===== config.mk =====
export PLATFORM = sky130hd
export DESIGN_NAME = bei_ctrl
export DESIGN_NICKNAME = d
export VERILOG_FILES = /design/src/sv/bei_pkg.sv /design/src/sv/bei_ctrl.sv
export SDC_FILE = /design/constraint.sdc
export NUM_CORES = 1
export LEC_CHECK = 0
export ABC_AREA = 0
export BUFFER_PORTS_ARGS = -buffer_cell sky130_fd_sc_hd__buf_4
export CAP_MARGIN = 5
export CORE_AREA = 2 2 39 41
export DETAILED_ROUTE_END_ITERATION = 16
export DIE_AREA = 0 0 41 43
export PLACE_DENSITY = 0.39
export SLEW_MARGIN = 25
export SYNTH_ARGS = -nofsm -noshare
export SYNTH_HDL_FRONTEND = slang
export SYNTH_SLANG_ARGS = --single-unit

===== constraint.sdc =====
create_clock -name aclk -period 1.3 [get_ports aclk]
set_clock_uncertainty 0.05 [all_clocks]
set_input_delay 0.13 -clock aclk [delete_from_list [all_inputs] [get_ports aclk]]
set_output_delay 0.13 -clock aclk [all_outputs]
set_load 0.02 [all_outputs]

===== src/sv/bei_pkg.sv =====
`timescale 1ns / 1ps
// ============================================================================
// bei_pkg
// Shared constants, types and helper functions of the burst error injector.
// ============================================================================
package bei_pkg;

    localparam int TABLE_DEPTH = 256;
    localparam int TBL_AW      = (TABLE_DEPTH > 1) ? $clog2(TABLE_DEPTH) : 1;
    localparam int TBL_CNT_W   = (TBL_AW + 1 > 9) ? TBL_AW + 1 : 9;
    localparam int IDX_CMP_W   = (TBL_AW + 1 > 8) ? TBL_AW + 1 : 8;

    localparam int RUN_W   = 40;
    localparam int LFSR_W  = 16;
    localparam int MEAS_W  = 24;
    localparam int CFG_IDX_W = 3;
    localparam int CFG_DATA_W = 40;
    localparam int REM_CNT_W = 5;

    localparam logic [LFSR_W-1:0] LFSR_TAPS = 16'hB400;
    localparam logic [8:0]        BYTE_MOD  = 9'd255;

    typedef enum logic [CFG_IDX_W-1:0] {
        CFG_BYPASS      = 3'd0,
        CFG_MODE        = 3'd1,
        CFG_GAP_BYTES   = 3'd2,
        CFG_MEAN_BURST  = 3'd3,
        CFG_AMP_BURST   = 3'd4,
        CFG_TABLE_COUNT = 3'd5,
        CFG_SEED        = 3'd6
    } cfg_idx_t;

    typedef logic [TBL_AW-1:0] tbl_addr_t;

    typedef struct packed {
        logic [MEAS_W-1:0] gap_bits;
        logic [MEAS_W-1:0] burst_bits;
    } tbl_entry_t;

    typedef struct packed {
        logic accept;
        logic table_wr;
        logic emit;
        logic div_start;
        logic tbl_read;
        logic load_run;
    } bei_cmd_t;

    typedef struct packed {
        logic bypass;
        logic mode;
        logic rem_zero;
        logic in_burst;
        logic amp_zero;
        logic out_free;
        logic div_done;
    } bei_status_t;

    function automatic logic [LFSR_W-1:0] lfsr_step(input logic [LFSR_W-1:0] v);
        logic [LFSR_W-1:0] r;
        r = {1'b0, v[LFSR_W-1:1]};
        if (v[0]) begin
            r = r ^ LFSR_TAPS;
        end
        return r;
    endfunction

    // Since 256 is 1 modulo 255, the high and low bytes are folded twice.
    function automatic logic [7:0] mod255(input logic [LFSR_W-1:0] v);
        logic [8:0] s;
        logic [8:0] t;
        s = {1'b0, v[15:8]} + {1'b0, v[7:0]};
        t = {8'd0, s[8]} + {1'b0, s[7:0]};
        return (t == BYTE_MOD) ? 8'd0 : t[7:0];
    endfunction

endpackage


===== src/sv/bei_ctrl.sv =====
`timescale 1ns / 1ps
// ============================================================================
// bei_ctrl
// Controller of the burst error injector: sequences request intake, run
// changes and result delivery.
// ============================================================================
module bei_ctrl (
    input  logic                 aclk,
    input  logic                 aresetn,
    input  logic                 s_tvalid,
    input  logic                 s_tuser,
    output logic                 s_tready,
    input  bei_pkg::bei_status_t status,
    output bei_pkg::bei_cmd_t    cmd
);
    import bei_pkg::*;

    localparam logic [1:0] S_IDLE = 2'd0;
    localparam logic [1:0] S_EVAL = 2'd1;
    localparam logic [1:0] S_DIV  = 2'd2;
    localparam logic [1:0] S_TBL  = 2'd3;

    logic [1:0] state_reg, state_next;

    always_comb begin
        state_next = state_reg;
        cmd        = '0;
        s_tready   = 1'b0;
        case (state_reg)
            S_IDLE: begin
                s_tready = 1'b1;
                if (s_tvalid) begin
                    cmd.accept   = 1'b1;
                    cmd.table_wr = s_tuser;
                    if (!s_tuser) begin
                        state_next = S_EVAL;
                    end
                end
            end
            S_EVAL: begin
                if (status.bypass || !status.rem_zero) begin
                    if (status.out_free) begin
                        cmd.emit   = 1'b1;
                        state_next = S_IDLE;
                    end
                end else if (status.mode) begin
                    cmd.tbl_read = 1'b1;
                    state_next   = S_TBL;
                end else if (!status.in_burst && !status.amp_zero) begin
                    cmd.div_start = 1'b1;
                    state_next    = S_DIV;
                end else begin
                    cmd.load_run = 1'b1;
                end
            end
            S_DIV: begin
                if (status.div_done) begin
                    cmd.load_run = 1'b1;
                    state_next   = S_EVAL;
                end
            end
            S_TBL: begin
                cmd.load_run = 1'b1;
                state_next   = S_EVAL;
            end
            default: begin
                state_next = S_IDLE;
            end
        endcase
    end

    always_ff @(posedge aclk) begin
        if (!aresetn) begin
            state_reg <= S_IDLE;
        end else begin
            state_reg <= state_next;
        end
    end

endmodule


# Word level (Yosys, flattened, before mapping)

Index checks and enable logic that the tools add are counted.

Bits in registers: 2
Input bits: 11
Output and inout bits: 7
Logic and storage cells: 38

Eq/ne operators: 8
Multiplexer cells: 22
Reductions and logical operators: 7

Operator list:

| operator                                      | number |
|---|---|
| 2-to-1 mux 2 bit                              | 9 |
| 2-to-1 mux 1 bit                              | 9 |
| case mux 2 bit (4 select lines)               | 1 |
| 2-to-1 mux 3 bit                              | 2 |
| inequality test 2 bit, second input constant  | 3 |
| AND reduction 5 bit                           | 1 |
| == test 2 bit, second input constant          | 2 |
| inequality test 4 bit, second input constant  | 1 |
| zero test 1 bit                               | 3 |
| inequality test 3 bit, second input constant  | 1 |
| case mux 1 bit (3 select lines)               | 1 |
| == test 2 x 1 -> 1 bit, second input constant | 1 |
| zero test 2 bit                               | 1 |
| logical AND 1 bit                             | 1 |
| logical OR 1 bit                              | 1 |

# Longest topological paths before layout

Depth in word-level cells: 6
Depth in mapped cells: 3
Mapped depth without buffers: 3

# Worst setup path after synthesis

Ideal clock, no wire load.

Path type: register -> register
From: register state_reg[1]
To: register state_reg[0]
Library setup time: 0.150 ns
Arrival time: 1.125 ns
Data required time: 1.100 ns
Setup slack: -0.025 ns
Cell stages (with the launch flop): 4
Path buffers: 0
Period minus slack after synthesis: 1.325 ns
Path through: dfxtp_1 > nand4bb_1 > nor4_2 > nor4b_2

Cells in the longest elaborated chain, start to end: 3
Elaborated cells on any way between the ends: 11
Classes of those cells: eq/ne: 8; mux: 1; reduce/logical: 2

Ends and longest elaborated chain:

| element                                                       | line           | RTL |
|---|---|---|
| from (decl)                                                   | bei_ctrl.sv:23 | `logic [1:0] state_reg, state_next;` |
| from (signal assigned)                                        | bei_ctrl.sv:76 | `state_reg <= state_next;` |
| == test 2 x 1 -> 1 bit, or another cell as far along          | bei_ctrl.sv:29 | `case (state_reg)` |
| inequality test 4 bit (no line), or another cell as far along | n/a            |  |
| AND reduction 5 bit (no line)                                 | n/a            |  |

Several ways; a longest one is shown, not always the timed one.
A chain may end at the register's enable or synchronous reset.

==> out/results.ini <==
[critical_path]
end_kind=primary output
cp.required_ps=1120
critPathMaxFanout=6
crit_arrival_ps=1160
r2r_start=state_reg[1]
startpoint=state_reg[1]
start_kind=flop
crit_type=reg -> out
r2r_cells=3

[sta]
max-slew-margin-rel_pct=79.5
rsz0062_at_grt=yes
min_period_over_period_pct=103
maxSlewViolCount=0
worst_slew_pin_slew_ps=306
tns_ps=-80.2
whs_ps=79.0
layout_setup_ws_ps=-43.4
finalSetupViolCount=3
min_period_ps=1340
maxClockFrequency_mhz=744
finalHoldViolations=0

[clocking]
cts_root_buf=clkbuf_4
htreeDepth=1
clock_path_buffers=2
cts_buffers=3
clk_pin_slew_worst_paths_ps=30
clock_sinks=2
postCtsHoldBufs=0
clock_latency_ps=230
cts_tree=done

[power]
p_switching_uw=84.1
p_per_area_nw_per_um2=744
power_frac_comb_pct=30.3
p_leak_nw=0.168
p_int_uw=214
clkPwrFrac_pct=46.5
seq_power_share_pct=23.2
swShare_pct=28.2
vdd_drop_max_mv=0.281

[final_layout]
antennaDiodeCount=0
drive_gt1_share_pct=69.0
layout_commonest_cell=buf_4
final_cell_area_sq_um=400
finish.utilization_pct=28.9
layout_common_cells=buf_4, clkbuf_4, nor2_1, o21ai_0, dfxtp_4
flow.area_growth_from_synthesis_pct=122
final_net_count=55
largest_reg_flops=2

[detailed_routing]
postRouteAntennaNets=0
routed-via-count=244
first_iter_violations=5
wl_per_cell_um=11.3
vias_per_cell=4.21
drt_wl_total_um=656
post-route-drc-count=0
dr.pass1.iters=4

[yosys]
async_flop_share_pct=0
postSynthCellCount=21
synth_seq_cells=2
synth_fp_nets=32
syn_avg_cell_area_sq_um=8.58
netlist_area_sq_um=180
ys.flop_type=dfxtp_1
yosysTopAreaCell=dfxtp_1
synth_top_area_share_pct=22.2
ys_warn_count=0
synth.distinct_cells=17
synth-seq-area-share_pct=22.2
synth_edf_count=0
ys_top_cells_by_area=dfxtp_1, nor4b_2, and2_1, and4bb_2, nor4_2

[grt]
first_global_vias=249
grt_max_degree=8
grt_overflow_total=0
antenna_found_initial=0
grt_pass1_wl_um=993
grt_usage_pct=8.73

[die]
io_pins=18
start_util_pct=13.0
core_sq_um=1380
fp.dieW_um=41
row_count=14
die_area_sq_um=1760
die_h_um=43

[run]
cap_violations=0

[placed_design]
dpl_worst_slack_ps=85.3
dp_hpwl_um=532
place_area_sq_um=337
place_congestion=0.695
portBuffers=17

[min_path]
min_from=aresetn
hp-class=in -> reg
worstHoldPathCells=2

[run_status]
violations=setup timing
status=complete, but fails checks

per-layer routing:
layer	vias to the layer above	GRT usage, %	routed length [um]
met5	-	0	0
met4	0	4.00	0
met3	0	5.24	76
met2	20	12.5	320
met1	100	9.94	259
li1	124	-	-
synth_stat cells, types with 2 or more instances:
master   number
dfxtp_1       2
nor2_1        2
and2_1        2
o21ai_0       2
cell type report:
type / instances / area (sq um)
well taps: 16 / 20.0
repair buffers: 18 / 139
clock buffers: 3 / 22.5
flip-flops and latches: 2 / 47.5
fillers: 149 / 983
multi-input cells: 18 / 168
inverters: 1 / 3.75
timing repair:
| action | 4_1_cts | 5_1_grt |
|---|---|---|
| buffers inserted | 1 | 0 |
| resized for setup | 8 | 0 |
| gates cloned | 0 | 0 |
| endpoints found under the setup margin | 4 | 4 |
| endpoints found under the hold margin | 0 | 0 |
| pin swaps | 2 | 0 |
path summary, 6_finish.rpt:
kind                       end  slack (ps)
setup reg to reg  state_reg[0]         280
setup / recovery        cmd[2]         -40
hold reg to reg   state_reg[1]         620
hold / removal    state_reg[1]          80
critical path, cell delays in order, from the launching register on:
cell and delay (ps):
dfxtp_4 350, nand4bb_4 210, nor4_4 190, buf_4 190
power groups by stage:
stage	combinational [mW]	sequential (mW)	clock, mW
3_3_place_gp	0.0835	0.0705	0
2_1_floorplan	0.0357	0.0692	0
5_1_grt	0.0981	0.0699	0.148
4_1_cts	0.0911	0.0692	0.146
6_report	0.0901	0.0692	0.139
3_5_place_dp	0.0842	0.0707	0
through the flow:
stage / cells / power, mW
global placement: 54 / 0.154
detailed placement: 54 / 0.155
CTS: 58 / 0.306
floorplan: 21 / 0.105
finish: 58 / 0.298
global route: 58 / 0.316
cell families after synthesis:
logic type / after synthesis / synth area share (%)
AND/OR/NAND/NOR: 12 / 54.9
flip-flops: 2 / 22.2
buffers and inverters: 1 / 2.08
AO/OA/AOI/OAI: 6 / 20.8
No activity file was read; power rests on OpenSTA's default activity.
